### src/design/rabs_pkg.sv
package rabs_pkg;

    localparam int MAX_PIXELS_DEFAULT = 524288;

    localparam int CFG_ADDR_W = 2;
    localparam int CFG_DATA_W = 20;

    localparam logic [CFG_ADDR_W-1:0] CFG_DIFF_THRESHOLD = 2'd0;
    localparam logic [CFG_ADDR_W-1:0] CFG_LEARN_RATE     = 2'd1;
    localparam logic [CFG_ADDR_W-1:0] CFG_FRAME_PIXELS   = 2'd2;

    localparam logic [7:0]  DIFF_THRESHOLD_RESET = 8'd40;
    localparam logic [15:0] LEARN_RATE_RESET     = 16'd3277;
    localparam logic [19:0] FRAME_PIXELS_RESET   = 20'd307200;

    localparam logic [13:0] LUMA_R     = 14'd4899;
    localparam logic [13:0] LUMA_G     = 14'd9617;
    localparam logic [13:0] LUMA_B     = 14'd1868;
    localparam logic [13:0] LUMA_ROUND = 14'd8192;

    typedef struct packed {
        logic        foreground;
        logic [15:0] bg_next;
    } upd_t;

endpackage

### src/design/rabs_luma.sv
module rabs_luma
    import rabs_pkg::*;
(
    input  logic [7:0] blue,
    input  logic [7:0] green,
    input  logic [7:0] red,
    output logic [7:0] gray
);

    logic [21:0] weighted_sum;

    assign weighted_sum = 22'(LUMA_R) * 22'(red)
                        + 22'(LUMA_G) * 22'(green)
                        + 22'(LUMA_B) * 22'(blue)
                        + 22'(LUMA_ROUND);

    assign gray = weighted_sum[21:14];

endmodule

### config.mk
export PLATFORM = sky130hd
export DESIGN_NAME = rabs_luma
export DESIGN_NICKNAME = d
export VERILOG_FILES = /design/src/design/rabs_pkg.sv /design/src/design/rabs_luma.sv
export SDC_FILE = /design/constraint.sdc
export NUM_CORES = 1
export LEC_CHECK = 0
export BUFFER_PORTS_ARGS = -buffer_cell sky130_fd_sc_hd__buf_2
export CAP_MARGIN = 10
export CORE_MARGIN = 2
export CORE_UTILIZATION = 40
export DETAILED_ROUTE_END_ITERATION = 6
export MAX_ROUTING_LAYER = met4
export PLACE_DENSITY_LB_ADDON = 0.2
export SLEW_MARGIN = 25
export SYNTH_ARGS = -nofsm -noshare
export SYNTH_HDL_FRONTEND = slang
export SYNTH_SLANG_ARGS = --single-unit
### constraint.sdc
create_clock -name vclk -period 14.9
set_input_delay 0.745 -clock vclk [all_inputs]
set_output_delay 0.745 -clock vclk [all_outputs]
set_load 0.02 [all_outputs]
# Word-level counts from Yosys, hierarchy flattened

Cells that the tools add are included.

Word-level logic and storage cells: 6
Output and inout port bits: 8
Memories kept: 0
Register bits after elaboration: 0
Bits of input ports: 24
ROM bits: 0
Latch bits: 0
RAM bits: 0

Equality and inequality tests: 0
Reduce and logical (&&, ||, !) cells: 0
Shift-type cells: 0
Multiplexer cells: 0
Order comparisons: 0
Add/subtract/negate cells: 3
Bitwise operators: 0
$mul: 3
Div/mod/pow operators: 0

Operators by type and width:

| cell                     | number |
|---|---|
| $add A21 B22 Y22         | 1 |
| $add A22 B14 Y22 const B | 1 |
| $add A22 B19 Y22         | 1 |
| $mul A14 B8 Y22 const A  | 1 |
| $mul A13 B8 Y21 const A  | 1 |
| $mul A9 B8 Y17 const A   | 1 |

# Logic depth before layout (Yosys ltp)

Depth in word-level cells: 4
Gate-level depth with buffers: 27
Mapped depth without buffers: 27

# Worst setup path after synthesis

Ideal clock, no wire load.

Path type: input port to output port
Start: input port blue[2]
End: output port gray[7]
Path slack: 6.875 ns
Stages on the path: 27
Buffers on the path: 0
Required time: 14.155 ns
Data arrival time: 7.280 ns
Cells stage by stage: inv_1 fa_1 inv_1 ha_1 fa_1 inv_1 fa_1 inv_1 ha_1 and3_4 o21ai_0 nand3_1 xor2_1 ha_1 ha_1 fa_1 inv_1 fa_1 fa_1 inv_1 ha_1 o21ai_0 o21ai_0 nand2_1 a31oi_2 nor4_1 a311oi_1

Longest elaborated chain between the ends: 3

RTL lines:

| element            | line            | source |
|---|---|---|
| start: declaration | rabs_luma.sv:4  | `input logic [7:0] blue,` |
| $mul A9 B8 Y17     | rabs_luma.sv:14 | `+ 22'(LUMA_B) * 22'(blue)` |
| $add A22 B19 Y22   | rabs_luma.sv:14 |  |
| $add A22 B14 Y22   | rabs_luma.sv:15 | `+ 22'(LUMA_ROUND);` |
| end: declaration   | rabs_luma.sv:7  | `output logic [7:0] gray` |

Every way passes these cells.

# Worst setup path after layout

Same ends and word-level chain as after synthesis.

==> flow_summary.json <==
{
  "diodes": 0,
  "fin_setup_tns_ps": 0,
  "layout_min_cycle_time_ps": 8440,
  "period_share": 0.566,
  "io_pins": 32,
  "yosys.cell_count.top_type": "inv_1",
  "max_stage_delay_ps": 550,
  "grt_start_max_net_pins": 9,
  "synthCells": 570,
  "io_buffers": 32,
  "netlist_area_um2": 5180,
  "critical_path_class": "in2out",
  "syn_area_per_cell_um2": 9.09,
  "maxCapViolCount": 0,
  "highest_layer": "met4",
  "drt_iter0_drc": 115,
  "hold_viol_final": 0,
  "min_to": "gray[7]",
  "flops_and_latches": 0,
  "final_layout_size_suffix_gt1_frac": 0.0764,
  "die_x_um": 118,
  "slew-limit-headroom": 0.622,
  "drc": 0,
  "register_area_um2": 0,
  "slew_viol_final": 0,
  "design_area_um2": 5550,
  "hold_class": "in2out",
  "syn-num-nets": 824,
  "critPathMaxFanout": 5,
  "synthTopCellsByArea": "ha_1, fa_1, inv_1",
  "cp_data_arrival_time_ps": 7690,
  "post-place-ws_ps": 6470,
  "met3WireLength_um": 263,
  "antenna_found_initial": 0,
  "min_from": "green[7]",
  "setup_violations": 0,
  "worst_slew_pin_slew_ps": 567,
  "wl_met1_um": 5230,
  "layout.nets": 858,
  "synth_top_area_cell": "ha_1",
  "grt_pass1_wl_um": 17500,
  "cts_resized": 0,
  "routed_wl_um": 10200,
  "ys_seq_area_frac": 0,
  "start_util": 0.410,
  "dp_hpwl_um": 9750,
  "yosysUniqueCellTypes": 45,
  "cp-start-kind": "input port",
  "syn2layout_area_growth_pct": 7.25,
  "yosys.area.top_type_share": 0.345,
  "synth_common_cells": "inv_1, ha_1, fa_1",
  "holdPathStages": 6,
  "fillCellCount": 1279,
  "firstDrtPassIters": 4,
  "viasPerCell": 4.67,
  "clock_buffers": 0,
  "hold_buffers": 0,
  "fp-row-count": 41,
  "worst_slack_ps": 6460,
  "place_congestion": 0.847,
  "routedWlPerCell_um": 13.2,
  "core-area_um2": 12600,
  "place_area_um2": 5550,
  "grt_overflow": 0,
  "multi_input_comb_area_um2": 4410,
  "postCtsSetupBuffers": 0,
  "ant_nets": 0,
  "die_y_um": 118,
  "rsz0062_at_grt": "false",
  "slowest_stage": "fa_1",
  "grt_pass1_vias": 3705,
  "die_area_um2": 13900,
  "yosys_warnings": 0,
  "grt_usage": 0.158,
  "worstPathRequired_ps": 14160,
  "fmaxAchievable_mhz": 119,
  "end_kind": "primary output",
  "run_status": "finished, final reports clean",
  "wl_met2_um": 4720,
  "via_count": 3617
}
==> how the worst max path moves through the flow <==
stage | cells past startpoint | from | endpoint | slack, ps
6_report | 29 | blue[2] | gray[7] | 6460
5_1_grt | 29 | blue[2] | gray[7] | 6030
4_1_cts | 28 | blue[5] | gray[7] | 6450
3_5_place_dp | 28 | blue[5] | gray[7] | 6470
3_3_place_gp | 29 | blue[2] | gray[7] | 6590
2_1_floorplan | 27 | blue[2] | gray[7] | 6870
==> area by class of cell <==
type                            count  area share
Multi-Input combinational cell    364       0.793
Tap cell                          172      0.0387
Timing Repair Buffer               32      0.0288
Inverter                          206       0.139
==> metal layers <==
layer,GRT usage,vias up
li1,-,1827
met1,0.233,1748
met4,0.00602,0
met5,-,-
met3,0.00242,2
met2,0.260,40
==> critical path, delay by kind of cell <==
kind,cells,cell delay [ps]
adders and majority gates,11,4570
buffers and inverters,8,660
xor gates and xnor gates,1,160
and+or+nand+nor,4,560
AOI/OAI and AO/OA,5,990
==> metrics by stage <==
stage | hold slack [ps] | std cells | utilization
after floorplan | 2020 | 570 | -
after global placement | 2420 | 774 | 0.440
after detailed placement | 2430 | 774 | 0.440
after CTS | 2430 | 774 | 0.440
after global routing | 2500 | 774 | 0.440
final | 2430 | 774 | 0.440
==> layout by cell type (no fill, tap or decap), types with 2 or more instances in the layout <==
cell type	instances
a211oi_1	2
a21o_1	3
a21oi_1	18
a311oi_1	2
and2_1	2
and3_1	2
and3_4	2
buf_2	32
fa_1	87
ha_1	143
inv_1	206
nand2_1	10
nand3_1	4
nor2_1	11
nor3_1	8
nor4_1	2
o211ai_1	2
o21a_1	4
o21ai_0	11
o21bai_1	2
or2_2	6
xnor2_1	12
xor2_1	8
==> cells by family after synthesis <==
| family | share of synthesized area |
|---|---|
| muxes | 0.00193 |
| xor gates and xnor gates | 0.0338 |
| buffers and inverters | 0.149 |
| and+or+nand+nor | 0.0539 |
| AOI/OAI and AO/OA | 0.0792 |
| adders and majority gates | 0.682 |
Power is not shown: default switching activity piles up to over one toggle a cycle in this logic, so the estimate is an artifact.
